$ cat src/hw/rtl/assert_macros.svh
// assertion macros used by utf8_stream_decoder_unit
// no dependencies; included inside module bodies
`ifndef ASSERT_MACROS_SVH
`define ASSERT_MACROS_SVH

// same-cycle implication, disabled in reset
`define ASSERT_SAME(label, clk, rst_n, ante, cons) \
  label: assert property (@(posedge clk) disable iff (!rst_n) (ante) |-> (cons)) \
    else $error("assertion failed");

// next-cycle implication, disabled in reset
`define ASSERT_NEXT(label, clk, rst_n, ante, cons) \
  label: assert property (@(posedge clk) disable iff (!rst_n) (ante) |=> (cons)) \
    else $error("assertion failed");

`endif

$ cat src/hw/rtl/utf8sd_pkg.sv
// types and constants of the utf-8 stream decoder
// no dependencies
`default_nettype none

package utf8sd_pkg;

  typedef logic [7:0]       byte_t;
  typedef logic [20:0]      cp_t;
  typedef logic [3:0][7:0]  win_t;

  typedef struct packed {
    logic       short_seq;
    logic       repl;
    logic [2:0] len;
    cp_t        cp;
  } dec_t;

  localparam byte_t LEAD2_MASK = 8'hE0;
  localparam byte_t LEAD2_VAL  = 8'hC0;
  localparam byte_t LEAD3_MASK = 8'hF0;
  localparam byte_t LEAD3_VAL  = 8'hE0;
  localparam byte_t LEAD4_MASK = 8'hF8;
  localparam byte_t LEAD4_VAL  = 8'hF0;
  localparam byte_t CONT_MASK  = 8'hC0;
  localparam byte_t CONT_VAL   = 8'h80;

  localparam cp_t MIN2      = 21'h000080;
  localparam cp_t MIN3      = 21'h000800;
  localparam cp_t MIN4      = 21'h010000;
  localparam cp_t CP_MAX    = 21'h10FFFF;
  localparam cp_t SURR_LO   = 21'h00D800;
  localparam cp_t SURR_HI   = 21'h00DFFF;
  localparam cp_t REPL_CHAR = 21'h00FFFD;

endpackage

`default_nettype wire

$ cat src/hw/rtl/utf8sd_decode.sv
// sequence decoder: classifies and decodes one sequence at the window head
// depends on utf8sd_pkg
`default_nettype none

module utf8sd_decode (
  input  utf8sd_pkg::win_t win,
  input  logic [2:0]       avail,
  output utf8sd_pkg::dec_t dec
);
  import utf8sd_pkg::*;

  byte_t lead;
  cp_t   cp2;
  cp_t   cp3;
  cp_t   cp4;
  logic  c1ok;
  logic  c2ok;
  logic  c3ok;

  assign lead = win[0];
  assign cp2  = {10'd0, lead[4:0], win[1][5:0]};
  assign cp3  = {5'd0, lead[3:0], win[1][5:0], win[2][5:0]};
  assign cp4  = {lead[2:0], win[1][5:0], win[2][5:0], win[3][5:0]};
  assign c1ok = (win[1] & CONT_MASK) == CONT_VAL;
  assign c2ok = (win[2] & CONT_MASK) == CONT_VAL;
  assign c3ok = (win[3] & CONT_MASK) == CONT_VAL;

  always_comb begin
    dec.short_seq = 1'b0;
    dec.repl      = 1'b1;
    dec.len       = 3'd1;
    dec.cp        = REPL_CHAR;
    if (!lead[7]) begin
      dec.repl = 1'b0;
      dec.cp   = {13'd0, lead};
    end else if ((lead & LEAD2_MASK) == LEAD2_VAL) begin
      if (avail < 3'd2) begin
        dec.short_seq = 1'b1;
      end else if (c1ok && cp2 >= MIN2) begin
        dec.repl = 1'b0;
        dec.len  = 3'd2;
        dec.cp   = cp2;
      end
    end else if ((lead & LEAD3_MASK) == LEAD3_VAL) begin
      if (avail < 3'd3) begin
        dec.short_seq = 1'b1;
      end else if (c1ok && c2ok && cp3 >= MIN3 && !(cp3 >= SURR_LO && cp3 <= SURR_HI)) begin
        dec.repl = 1'b0;
        dec.len  = 3'd3;
        dec.cp   = cp3;
      end
    end else if ((lead & LEAD4_MASK) == LEAD4_VAL) begin
      if (avail < 3'd4) begin
        dec.short_seq = 1'b1;
      end else if (c1ok && c2ok && c3ok && cp4 >= MIN4 && cp4 <= CP_MAX) begin
        dec.repl = 1'b0;
        dec.len  = 3'd4;
        dec.cp   = cp4;
      end
    end
  end

endmodule

`default_nettype wire

$ cat src/hw/rtl/utf8_stream_decoder_unit.sv
// Decodes a UTF-8 byte stream into Unicode code points, substituting U+FFFD for
// malformed input; after a bad sequence only its lead byte is dropped and the
// following bytes are decoded again; a sequence cut short by end of text yields
// one U+FFFD for all its bytes. A byte holds the block until its results reach
// the output register; the single sequence decoder takes one sequence per cycle
// unless the output stalls. in_tready is low while a byte is being worked on.
// Results leave through a registered output stage. No clearing pass after reset.
// Depends on utf8sd_pkg, utf8sd_decode and assert_macros.svh.
`default_nettype none

module utf8_stream_decoder_unit (
  input  logic        clk,
  input  logic        rst_n,
  input  logic        in_tvalid,
  output logic        in_tready,
  input  logic [7:0]  in_tdata,   // [7:0] byte_value
  input  logic        in_tlast,   // end_of_text
  output logic        out_tvalid,
  input  logic        out_tready,
  output logic [23:0] out_tdata,  // [20:0] code_point, [23:21] zero
  output logic        out_tlast,  // last_of_run
  output logic [1:0]  out_tuser   // [0] replaced, [1] text_done
);
  import utf8sd_pkg::*;
  `include "assert_macros.svh"

  typedef enum logic {ST_IDLE, ST_SCAN} state_t;

  state_t     state_r, state_nxt;
  byte_t      buf_r [4];
  byte_t      buf_nxt [4];
  logic [2:0] n_r, n_nxt;
  logic [2:0] pos_r, pos_nxt;
  logic       eot_r, eot_nxt;
  logic       pend_valid_r, pend_valid_nxt;
  cp_t        pend_cp_r, pend_cp_nxt;
  logic       pend_repl_r, pend_repl_nxt;
  logic       out_valid_r, out_valid_nxt;
  cp_t        out_cp_r, out_cp_nxt;
  logic       out_repl_r, out_repl_nxt;
  logic       out_last_r, out_last_nxt;
  logic       out_done_r, out_done_nxt;

  win_t       win;
  logic [2:0] avail;
  dec_t       dec;
  logic       at_end;
  logic       step_emit;
  cp_t        step_cp;
  logic       step_repl;
  logic [2:0] pos_adv;
  logic       out_free;
  logic       can_go;

  // window of buffered bytes starting at the scan position
  always_comb begin
    logic [3:0] k;
    for (int i = 0; i < 4; i++) begin
      k = {1'b0, pos_r} + 4'(i);
      win[i] = (k < 4'd4) ? buf_r[k[1:0]] : 8'h00;
    end
  end

  assign avail = n_r - pos_r;

  utf8sd_decode u_decode (
    .win   (win),
    .avail (avail),
    .dec   (dec)
  );

  assign at_end    = pos_r >= n_r;
  assign step_emit = !at_end && (!dec.short_seq || eot_r);
  assign step_cp   = dec.short_seq ? REPL_CHAR : dec.cp;
  assign step_repl = dec.short_seq | dec.repl;
  assign pos_adv   = dec.short_seq ? n_r : pos_r + dec.len;
  assign out_free  = !out_valid_r || out_tready;
  assign can_go    = !pend_valid_r || out_free;

  always_comb begin
    logic [3:0] k;
    state_nxt      = state_r;
    buf_nxt        = buf_r;
    n_nxt          = n_r;
    pos_nxt        = pos_r;
    eot_nxt        = eot_r;
    pend_valid_nxt = pend_valid_r;
    pend_cp_nxt    = pend_cp_r;
    pend_repl_nxt  = pend_repl_r;
    out_valid_nxt  = out_valid_r && !out_tready;
    out_cp_nxt     = out_cp_r;
    out_repl_nxt   = out_repl_r;
    out_last_nxt   = out_last_r;
    out_done_nxt   = out_done_r;
    k              = 4'd0;
    case (state_r)
      ST_IDLE: begin
        if (in_tvalid) begin
          buf_nxt[n_r[1:0]] = in_tdata;
          n_nxt     = n_r + 3'd1;
          pos_nxt   = 3'd0;
          eot_nxt   = in_tlast;
          state_nxt = ST_SCAN;
        end
      end
      ST_SCAN: begin
        if (can_go) begin
          if (pend_valid_r) begin
            out_valid_nxt  = 1'b1;
            out_cp_nxt     = pend_cp_r;
            out_repl_nxt   = pend_repl_r;
            out_last_nxt   = !step_emit;
            out_done_nxt   = !step_emit && eot_r;
            pend_valid_nxt = 1'b0;
          end
          if (step_emit) begin
            pend_valid_nxt = 1'b1;
            pend_cp_nxt    = step_cp;
            pend_repl_nxt  = step_repl;
            pos_nxt        = pos_adv;
          end else begin
            // keep the unfinished tail at the front of the buffer
            n_nxt = eot_r ? 3'd0 : n_r - pos_r;
            for (int i = 0; i < 3; i++) begin
              k = {1'b0, pos_r} + 4'(i);
              if (k < 4'd4) begin
                buf_nxt[i] = buf_r[k[1:0]];
              end
            end
            state_nxt = ST_IDLE;
          end
        end
      end
      default: begin
        state_nxt = ST_IDLE;
      end
    endcase
  end

  always_ff @(posedge clk) begin
    if (!rst_n) begin
      state_r      <= ST_IDLE;
      n_r          <= 3'd0;
      pend_valid_r <= 1'b0;
      out_valid_r  <= 1'b0;
    end else begin
      state_r      <= state_nxt;
      n_r          <= n_nxt;
      pend_valid_r <= pend_valid_nxt;
      out_valid_r  <= out_valid_nxt;
    end
    buf_r       <= buf_nxt;
    pos_r       <= pos_nxt;
    eot_r       <= eot_nxt;
    pend_cp_r   <= pend_cp_nxt;
    pend_repl_r <= pend_repl_nxt;
    out_cp_r    <= out_cp_nxt;
    out_repl_r  <= out_repl_nxt;
    out_last_r  <= out_last_nxt;
    out_done_r  <= out_done_nxt;
  end

  assign in_tready  = state_r == ST_IDLE;
  assign out_tvalid = out_valid_r;
  assign out_tdata  = {3'd0, out_cp_r};
  assign out_tlast  = out_last_r;
  assign out_tuser  = {out_done_r, out_repl_r};

  `ASSERT_SAME(a_repl_value, clk, rst_n, out_tvalid && out_tuser[0], out_tdata[20:0] == REPL_CHAR)
  `ASSERT_SAME(a_done_is_last, clk, rst_n, out_tvalid && out_tuser[1], out_tlast)
  `ASSERT_SAME(a_idle_no_pend, clk, rst_n, state_r == ST_IDLE, !pend_valid_r && n_r <= 3'd3)
  `ASSERT_NEXT(a_accept_scans, clk, rst_n, in_tvalid && in_tready, state_r == ST_SCAN && pos_r == 3'd0)

endmodule

`default_nettype wire

$ cat config.mk
export PLATFORM = sky130hd
export DESIGN_NAME = utf8_stream_decoder_unit
export DESIGN_NICKNAME = d
export VERILOG_FILES = /design/src/hw/rtl/utf8sd_pkg.sv /design/src/hw/rtl/utf8sd_decode.sv /design/src/hw/rtl/utf8_stream_decoder_unit.sv
export VERILOG_INCLUDE_DIRS = /design/src /design/src/hw/rtl
export SDC_FILE = /design/constraint.sdc
export NUM_CORES = 1
export LEC_CHECK = 0
export BUFFER_PORTS_ARGS = -buffer_cell sky130_fd_sc_hd__buf_4
export CORE_ASPECT_RATIO = 1.25
export CORE_MARGIN = 4
export CORE_UTILIZATION = 59
export DETAILED_ROUTE_END_ITERATION = 8
export PLACE_DENSITY = 0.82
export SKIP_CTS_REPAIR_TIMING = 1
export SLEW_MARGIN = 20
export SYNTH_ARGS = -nofsm -noshare
export SYNTH_HDL_FRONTEND = slang
export SYNTH_SLANG_ARGS = --single-unit
export TNS_END_PERCENT = 100
$ cat constraint.sdc
create_clock -name clk -period 13.49 [get_ports clk]
set_input_delay 1.349 -clock clk [delete_from_list [all_inputs] [get_ports clk]]
set_output_delay 1.349 -clock clk [all_outputs]
set_load 0.005 [all_outputs]
==> flow_metrics.py, run 1 <==
metrics = {
    "run_status": {
        "status": "completed",
    },
    "power": {
        "peakVddDrop_v": 0.0000783,
        "cellPowerDensity_nw_per_um2": 152,
        "leakage_nw": 1.95,
        "power_mw": 0.841,
    },
    "global_route": {
        "antenna_found_initial": 0,
        "grt_max_degree": 40,
        "grt_overflow": 0,
        "grt_use_total": 0.224,
        "grt_pass1_vias": 3390,
        "grt_pass1_wl_mm": 17.7,
    },
    "clock_network": {
        "cts_tree": "yes",
        "clockBufferDepth": 2,
        "clock_latency_ns": 0.37,
        "cts_buffers": 9,
        "cts_max_level": 3,
        "root_buffer": "clkbuf_8",
        "clkTransAtPathRegs_ns": 0.09,
        "clkSinkCount": 88,
    },
    "worst_setup_path": {
        "crit_arrival_ns": 4.77,
        "worstPathRequired_ns": 13.60,
        "worstPathMaxFanout": 39,
        "startpoint_type": "flop",
        "crit_path_end_kind": "flop",
        "critPathKind": "flop to flop",
    },
    "timing": {
        "rsz0062_at_grt": "false",
        "fin_crit_sh": 0.346,
        "max_freq_mhz": 214,
        "slew_viol_final": 0,
        "relSlewSlack": 0.321,
        "setup_viol": 0,
        "fin_skew_ns": 0.00991,
        "fin_setup_tns_ns": 0,
        "hold_viol": 0,
        "post-route-min-period_ns": 4.66,
        "tightest_slew_ns": 1.02,
    },
    "floorplanning": {
        "num_rows": 37,
        "die_x_um": 90.2,
        "io_pins": 42,
        "die_h_um": 111,
        "initial_core_util": 0.605,
        "die-area_um2": 10000,
        "core_area_um2": 8240,
    },
    "logic_synthesis": {
        "yosysMostFrequentCell": "edfxtp_1",
        "synth-seq-area-share": 0.518,
        "synth_cell_types": 64,
        "synthArstFlopShare": 0,
        "synth_ff_type": "edfxtp_1",
        "synth_seq_cells": 88,
        "synth_area_leader_cell": "edfxtp_1",
        "synth.top_cells.by_count": "edfxtp_1, nand2_1, mux4_2",
        "synth_edf_count": 82,
        "syn_area_per_cell_um2": 12.7,
        "synth_top_area_share": 0.494,
        "netlist_instances": 392,
        "synth_warnings": 0,
        "syn-cell-area_um2": 4990,
        "synthTopCellsByArea": "edfxtp_1, mux4_2, nand2_1, o21ai_0, ha_1",
    },
    "drt": {
        "first_iter_violations": 316,
        "antenna_left": 0,
        "vias": 3552,
        "vias_per_cell": 6.78,
        "drcViolationCount": 0,
        "routed_wl_mm": 10.7,
        "post_drt_wl_per_cell_um": 20.3,
        "drt_pass1_iterations": 5,
    },
    "cells_and_area": {
        "nets": 447,
        "register_area_um2": 2580,
        "drive_gt1_frac": 0.239,
        "multi_input_area_um2": 2220,
        "num_antenna_cells": 0,
        "syn2layout_area_growth_pct": 10.8,
        "nFillCells": 608,
    },
    "run": {
        "cap_viol_max_count": 0,
    },
    "place": {
        "gp_congestion": 0.961,
        "place.port_buffers": 38,
        "dpl.hpwl_mm": 7.90,
    },
    "hold_path": {
        "hold_path.class": "flop to flop",
    },
}
cell type report:
class                      count  area share
tap                           97      0.0220
clock inverter                 7      0.0183
sequential                    88       0.467
inverter                      14     0.00951
clock buffer                   9      0.0224
multi-input combinational    266       0.402
timing repair buffer          43      0.0584
cells by family after synthesis:
logic type | count (synthesis) | synth area share
adder cells (fa/ha/maj) | 12 | 0.0331
flip-flops | 88 | 0.518
AO/OA/AOI/OAI | 89 | 0.137
XOR/XNOR | 2 | 0.00351
buffers and inverters | 40 | 0.0401
AND/OR/NAND/NOR | 127 | 0.123
other | 1 | 0.000752
multiplexers | 33 | 0.145
critical path: stages (launching register included):
cell and delay [ns]:
edfxtp_1 0.34, buf_4 0.47, inv_1 0.10, ha_1 0.77
mux4_2 0.64, a221oi_2 0.39, a311o_1 0.28, nor2_1 0.18
nor2_1 0.15, ha_1 0.16, inv_1 0.05, fa_1 0.40
and3_1 0.21, a31oi_1 0.15, nand3_1 0.10
sequential cells by signal, indices dropped and copies added (netlist names):
name and count:
out_cp_r 21, pend_valid_r 1, out_tlast 1, state_r 1, out_repl_r 1, pend_cp_r 21, pos_r 3, out_tvalid 1
n_r 3, eot_r 1, pend_repl_r 1, buf_r 32, out_done_r 1
cell usage in the layout (no fill, tap or decap), drive strengths merged, types with 3 or more instances in the layout:
| cell | Yosys | routed |
|---|---|---|
| edfxtp | 82 | 82 |
| nand2 | 63 | 63 |
| buf | 19 | 43 |
| mux4 | 31 | 31 |
| o21ai | 29 | 29 |
| inv | 14 | 17 |
| nor2 | 16 | 16 |
| nor2b | 11 | 11 |
| a221oi | 11 | 11 |
| ha | 10 | 10 |
| clkbuf | 7 | 9 |
| a21oi | 8 | 8 |
| nand3 | 8 | 8 |
| o22ai | 6 | 6 |
| and2 | 6 | 6 |
| a221o | 6 | 6 |
| dfxtp | 6 | 6 |
| nor3 | 4 | 4 |
| a211oi | 4 | 4 |
| a211o | 3 | 3 |
| conb | 1 | 3 |
| nand4b | 3 | 3 |
| and3 | 3 | 3 |
per-stage QoR:
stage                     cells  utilization  area, um2  hold WS, ns  setup WS (ns)
after floorplan             394            -       5000        0.400           8.96
after detailed placement    508        0.643       5300        0.405           8.86
after CTS                   524        0.670       5520        0.425           8.84
final                       524        0.671       5530        0.424           8.83
after global placement      508        0.643       5300        0.401           9.01
after global routing        524        0.671       5530        0.431           8.49
power by group:
group | internal [mW] | switching, mW | total, mW
Combinational | 0.113 | 0.165 | 0.279
Clock | 0.107 | 0.0974 | 0.204
Sequential | 0.340 | 0.0186 | 0.358
Total | 0.560 | 0.281 | 0.841
worst paths after layout:
check	start	end	slack, ns	depth (start not counted)
worst max register to register	pos_r[0]	pos_r[2]	8.83	14
worst min-delay path	pend_cp_r[8]	out_cp_r[8]	0.42	0
worst max-delay path	pos_r[0]	pos_r[2]	8.83	14
worst min register to register	pend_cp_r[8]	out_cp_r[8]	0.42	0
per-layer routing:
layer	global-route usage	share of wire	vias up
met1	0.303	0.42	1747
met5	0	0	-
met4	0.100	0.024	0
li1	-	-	1598
met2	0.356	0.49	182
met3	0.0394	0.065	25
Power figures use the tool's default switching activity.
==> run 2, diff against run 1 <==
--- a/config.mk
+++ b/config.mk
@@ -9,9 +9,9 @@
 export BUFFER_PORTS_ARGS = -buffer_cell sky130_fd_sc_hd__buf_4
 export CORE_ASPECT_RATIO = 1.25
 export CORE_MARGIN = 4
-export CORE_UTILIZATION = 59
+export CORE_UTILIZATION = 54
 export DETAILED_ROUTE_END_ITERATION = 8
-export PLACE_DENSITY = 0.82
+export PLACE_DENSITY = 0.79
 export SKIP_CTS_REPAIR_TIMING = 1
 export SLEW_MARGIN = 20
 export SYNTH_ARGS = -nofsm -noshare
==> constraint.sdc (replaced) <==
create_clock -name clk -period 4.2 [get_ports clk]
set_input_delay 0.42 -clock clk [delete_from_list [all_inputs] [get_ports clk]]
set_output_delay 0.42 -clock clk [all_outputs]
set_load 0.005 [all_outputs]
==> run 2 against run 1 <==
Net effect: clock-buffer cell count unchanged; combinational power grew to 3.4 times the previous value; clock skew rose by 0.0041 ns; sequential cell count unchanged; routed wire length rose by 7.2%; critical endpoint is now buf_r[14]; non-clock buffer count up 8; design area is 1.3% higher; register-to-register slack got worse by 8.3 ns; clock power rose to 2.7 times the previous value.
==> flow_metrics.py, run 2 (synthesized netlist as in run 1, its figures left out) <==
metrics = {
    "clock_network": {
        "clkSinkCount": 88,
        "clkTransAtPathRegs_ns": 0.10,
        "cts_tree": "yes",
        "clock_latency_ns": 0.38,
        "cts_buffers": 9,
        "clockBufferDepth": 2,
        "cts_max_level": 3,
        "root_buffer": "clkbuf_8",
    },
    "timing": {
        "setup_viol": 0,
        "slew_viol_final": 0,
        "worst_slack_ns": 0.497,
        "post-route-min-period_ns": 3.70,
        "rsz0062_at_grt": "false",
        "relSlewSlack": 0.401,
        "tightest_slew_ns": 0.892,
        "fin_setup_tns_ns": 0,
        "fin_crit_sh": 0.882,
        "hold_viol": 0,
        "fin_skew_ns": 0.0140,
        "max_freq_mhz": 270,
    },
    "worst_setup_path": {
        "crit_path_end_kind": "flop",
        "critical_path.max_stage_delay_ns": 0.62,
        "critical_path.top_delay_family": "simple AND/OR/NAND/NOR gates",
        "critPathKind": "flop to flop",
        "r2r_end": "buf_r[14]",
        "crit_arrival_ns": 3.78,
        "crit_chain": "inv_1 > ha_1 > xor2_1 > nand4_1 > or3_1 > o21ai_2 > nand3_2 > o32ai_2 > buf_4",
        "slowest_stage": "edfxtp_1",
        "worstPathMaxFanout": 14,
        "reg2reg_depth": 9,
        "worst-path-buf-inv": 2,
        "startpoint_type": "flop",
        "timing.rr.start": "pos_r[2]",
        "rrSetupSlack_ns": 0.50,
        "worstPathRequired_ns": 4.28,
    },
    "run": {
        "cap_viol_max_count": 0,
    },
    "floorplanning": {
        "initial_core_util": 0.564,
        "die-area_um2": 10800,
        "die_x_um": 94.0,
        "io_pins": 42,
        "die_h_um": 115,
        "core_area_um2": 8840,
        "num_rows": 38,
    },
    "place": {
        "dpl-instance-area_um2": 5410,
        "dpl.hpwl_mm": 8.22,
        "place.port_buffers": 38,
        "dp_slack_ns": 0.599,
        "post-place-cells": 539,
        "gp_congestion": 0.927,
    },
    "drt": {
        "drt_pass1_iterations": 5,
        "first_iter_violations": 390,
        "antenna_left": 0,
        "vias": 3566,
        "drcViolationCount": 0,
        "routed_wl_mm": 11.4,
        "post_drt_wl_per_cell_um": 20.6,
        "vias_per_cell": 6.43,
    },
    "cells_and_area": {
        "design_area_um2": 5600,
        "nFillCells": 698,
        "num_antenna_cells": 0,
        "drive_gt1_frac": 0.255,
        "utilization": 0.633,
        "final_common_cell": "edfxtp_1",
        "fin_cells": 555,
        "reg_top3": "buf_r: 32 flops, out_cp_r: 21 flops, pend_cp_r: 21 flops",
        "regMostFlops": "buf_r",
        "nets": 455,
        "largest_reg_flops": 32,
        "final_cell_mix": "edfxtp_1, nand2_1, buf_4, mux4_2, o21ai_0",
        "syn2layout_area_growth_pct": 12.2,
    },
    "global_route": {
        "grt_max_degree": 37,
        "grt_use_total": 0.224,
        "antenna_found_initial": 0,
        "grt_pass1_wl_mm": 18.4,
        "grt_overflow": 0,
        "grt_pass1_vias": 3431,
    },
    "power": {
        "cellPowerDensity_nw_per_um2": 475,
        "peakVddDrop_v": 0.000254,
        "leakage_nw": 1.97,
    },
    "run_status": {
        "status": "completed",
    },
    "hold_path": {
        "min-delay-start": "in_tdata[5]",
        "hold_path.class": "input port to flop",
        "holdPathStages": 1,
        "hold_path_end": "buf_r[5]",
    },
}
==> run 2: metrics by stage <==
stage               power (mW)  hold WS, ns
floorplan                 1.85        0.400
global placement          2.08        0.401
detailed placement        2.10        0.405
CTS                       2.65        0.215
global route              2.79        0.208
finish                    2.66        0.221
==> run 2: how the worst max path moves through the flow <==
stage / startpoint / end / slack, ns / cells past startpoint
2_1_floorplan: pos_r[0] / pos_r[2] / 0.03 / 19
3_3_place_gp: pos_r[2] / buf_r[11] / 0.71 / 9
3_5_place_dp: pos_r[2] / buf_r[13] / 0.60 / 9
4_1_cts: pos_r[2] / buf_r[14] / 0.58 / 9
5_1_grt: pos_r[2] / buf_r[14] / 0.22 / 9
6_report: pos_r[2] / buf_r[14] / 0.50 / 9
==> run 2: final cells by class <==
class / instances / area [um2] / area share
Clock inverter: 7 / 60.1 / 0.0107
Inverter: 14 / 52.6 / 0.00939
Tap cell: 120 / 150 / 0.0268
Timing Repair Buffer: 51 / 395 / 0.0706
Sequential cell: 88 / 2580 / 0.461
Multi-Input combinational cell: 266 / 2230 / 0.399
Clock buffer: 9 / 124 / 0.0221
==> run 2: per-layer routing <==
layer / track usage / part of all wire / vias up
met2: 0.376 / 0.51 / 201
met5: 0 / 0 / -
li1: - / - / 1610
met3: 0.0344 / 0.064 / 22
met1: 0.291 / 0.41 / 1733
met4: 0.0954 / 0.024 / 0
==> run 2: worst register-to-register path: stages (launching register included) <==
cell and delay [ns]:
edfxtp_1 0.62, inv_1 0.36, ha_1 0.44, xor2_1 0.33
nand4_1 0.18, or3_1 0.57, o21ai_2 0.27, nand3_2 0.18
o32ai_2 0.24, buf_4 0.22
==> run 2: power breakdown <==
| group | internal, mW | switching (mW) |
|---|---|---|
| sequential | 1.09 | 0.0648 |
| combinational | 0.390 | 0.551 |
| clock | 0.226 | 0.334 |
| total | 1.71 | 0.950 |
==> run 3, diff against run 2 <==
--- a/config.mk
+++ b/config.mk
@@ -8,7 +8,6 @@
 export LEC_CHECK = 0
 export BUFFER_PORTS_ARGS = -buffer_cell sky130_fd_sc_hd__buf_4
 export CORE_ASPECT_RATIO = 1.25
-export CORE_MARGIN = 4
 export CORE_UTILIZATION = 54
 export DETAILED_ROUTE_END_ITERATION = 8
 export PLACE_DENSITY = 0.79
==> run 3 against run 2 <==
Net effect: combinational power rose by 2%; die area is 11% lower; clock skew shrank 0.0049 ns; clock-buffer cell count stayed put; critical path type unchanged.
==> flow_metrics.py, run 3 (synthesized netlist as in run 1, its figures left out) <==
metrics = {
    "drt": {
        "drt_pass1_iterations": 5,
        "drcViolationCount": 0,
        "vias": 3621,
        "antenna_left": 0,
        "post_drt_wl_per_cell_um": 20.6,
        "first_iter_violations": 323,
        "vias_per_cell": 6.49,
        "routed_wl_mm": 11.5,
    },
    "run_status": {
        "status": "completed",
    },
    "floorplanning": {
        "io_pins": 42,
        "die_x_um": 88.0,
        "die-area_um2": 9630,
        "core_area_um2": 8840,
        "num_rows": 38,
        "initial_core_util": 0.564,
        "die_h_um": 109,
    },
    "global_route": {
        "grt_pass1_wl_mm": 18.4,
        "grt_pass1_vias": 3518,
        "grt_overflow": 0,
        "antenna_found_initial": 0,
        "grt_use_total": 0.262,
        "grt_max_degree": 39,
    },
    "place": {
        "place.port_buffers": 38,
        "gp_congestion": 0.957,
        "dpl.hpwl_mm": 8.32,
    },
    "worst_setup_path": {
        "startpoint_type": "flop",
        "worstPathMaxFanout": 38,
        "crit_cells": 10,
        "startpoint": "pos_r[0]",
        "critical_path.max_stage_delay_ns": 0.56,
        "critPathKind": "flop to flop",
        "rrSetupSlack_ns": 0.60,
        "critical_path.top_delay_family": "simple AND/OR/NAND/NOR gates",
        "crit_chain": "buf_12 > ha_1 > fa_1 > xor2_1 > nand4_1 > or3_1 > o21ai_2 > nand3_2 > o32ai_2 > buf_4",
        "reg2reg_depth": 10,
        "worst-path-buf-inv": 2,
        "crit_arrival_ns": 3.67,
        "timing.rr.start": "pos_r[0]",
        "r2r_end": "buf_r[11]",
        "worstPathRequired_ns": 4.27,
        "slowest_stage": "or3_1",
        "crit_path_end": "buf_r[11]",
        "crit_path_end_kind": "flop",
    },
    "power": {
        "cellPowerDensity_nw_per_um2": 474,
        "peakVddDrop_v": 0.000227,
        "power_mw": 2.67,
        "leakage_nw": 2.00,
    },
    "timing": {
        "tightest_slew_ns": 0.739,
        "fin_crit_sh": 0.857,
        "max_freq_mhz": 278,
        "slew_viol_final": 0,
        "relSlewSlack": 0.507,
        "fin_skew_ns": 0.00913,
        "fin_setup_tns_ns": 0,
        "post-route-min-period_ns": 3.60,
        "setup_viol": 0,
        "hold_viol": 0,
        "rsz0062_at_grt": "false",
    },
    "cells_and_area": {
        "syn2layout_area_growth_pct": 12.8,
        "regMostFlops": "buf_r",
        "drive_gt1_frac": 0.258,
        "nets": 459,
        "final_common_cell": "edfxtp_1",
        "reg_top3": "buf_r: 32 flops, out_cp_r: 21 flops, pend_cp_r: 21 flops",
        "final_cell_mix": "edfxtp_1, nand2_1, buf_4, mux4_2, o21ai_0",
        "num_antenna_cells": 0,
        "largest_reg_flops": 32,
    },
    "clock_network": {
        "clkSinkCount": 88,
        "cts_max_level": 3,
        "cts_tree": "yes",
        "cts_buffers": 9,
        "clock_latency_ns": 0.37,
        "clkTransAtPathRegs_ns": 0.09,
        "root_buffer": "clkbuf_8",
        "clockBufferDepth": 2,
    },
    "run": {
        "cap_viol_max_count": 0,
    },
    "hold_path": {
        "hold_path.class": "input port to flop",
    },
}
run 3: worst min path at each step:
stage	start	cells past startpoint	slack [ns]	endpoint
global route	in_tlast	1	0.22	eot_r
detailed placement	pend_cp_r[8]	0	0.40	out_cp_r[8]
CTS	in_tlast	1	0.22	eot_r
floorplan	pend_cp_r[0]	0	0.40	out_cp_r[0]
finish	in_tlast	1	0.22	eot_r
global placement	pend_cp_r[10]	0	0.40	out_cp_r[10]
run 3: per-stage QoR:
step	area, um2	hold WS (ns)	instances	setup slack [ns]	util
global placement	5440	0.401	543	0.741	0.615
detailed placement	5440	0.405	543	0.627	0.615
global route	5630	0.219	558	0.423	0.636
floorplan	5020	0.400	394	0.0321	-
finish	5630	0.225	558	0.602	0.636
CTS	5620	0.221	558	0.608	0.636
run 3: per-layer routing:
layer / wire [um] / global-route usage / vias up
li1: - / - / 1631
met1: 4600 / 0.338 / 1803
met2: 5900 / 0.430 / 155
met3: 683 / 0.0526 / 32
met4: 308 / 0.118 / 0
met5: 0 / 0 / -
run 3: layout make-up:
class / instances / area, um2
multi-input cells: 266 / 2230
well taps: 120 / 150
inverters: 14 / 52.6
clock buffers: 9 / 124
fillers: 709 / 3220
flip-flops and latches: 88 / 2580
repair buffers: 55 / 425
clock inverters: 6 / 60.1
run 3: where the power goes:
group	internal [mW]	total, mW	switching [mW]
combinational	0.398	0.958	0.560
clock	0.269	0.561	0.292
sequential	1.09	1.15	0.0592
total	1.76	2.67	0.911
run 3: worst register-to-register path: stages, from the launching register on:
cell and delay [ns]:
edfxtp_1 0.45, buf_12 0.22, ha_1 0.23, fa_1 0.38, xor2_1 0.35, nand4_1 0.16, or3_1 0.56, o21ai_2 0.28
nand3_2 0.18, o32ai_2 0.25, buf_4 0.23
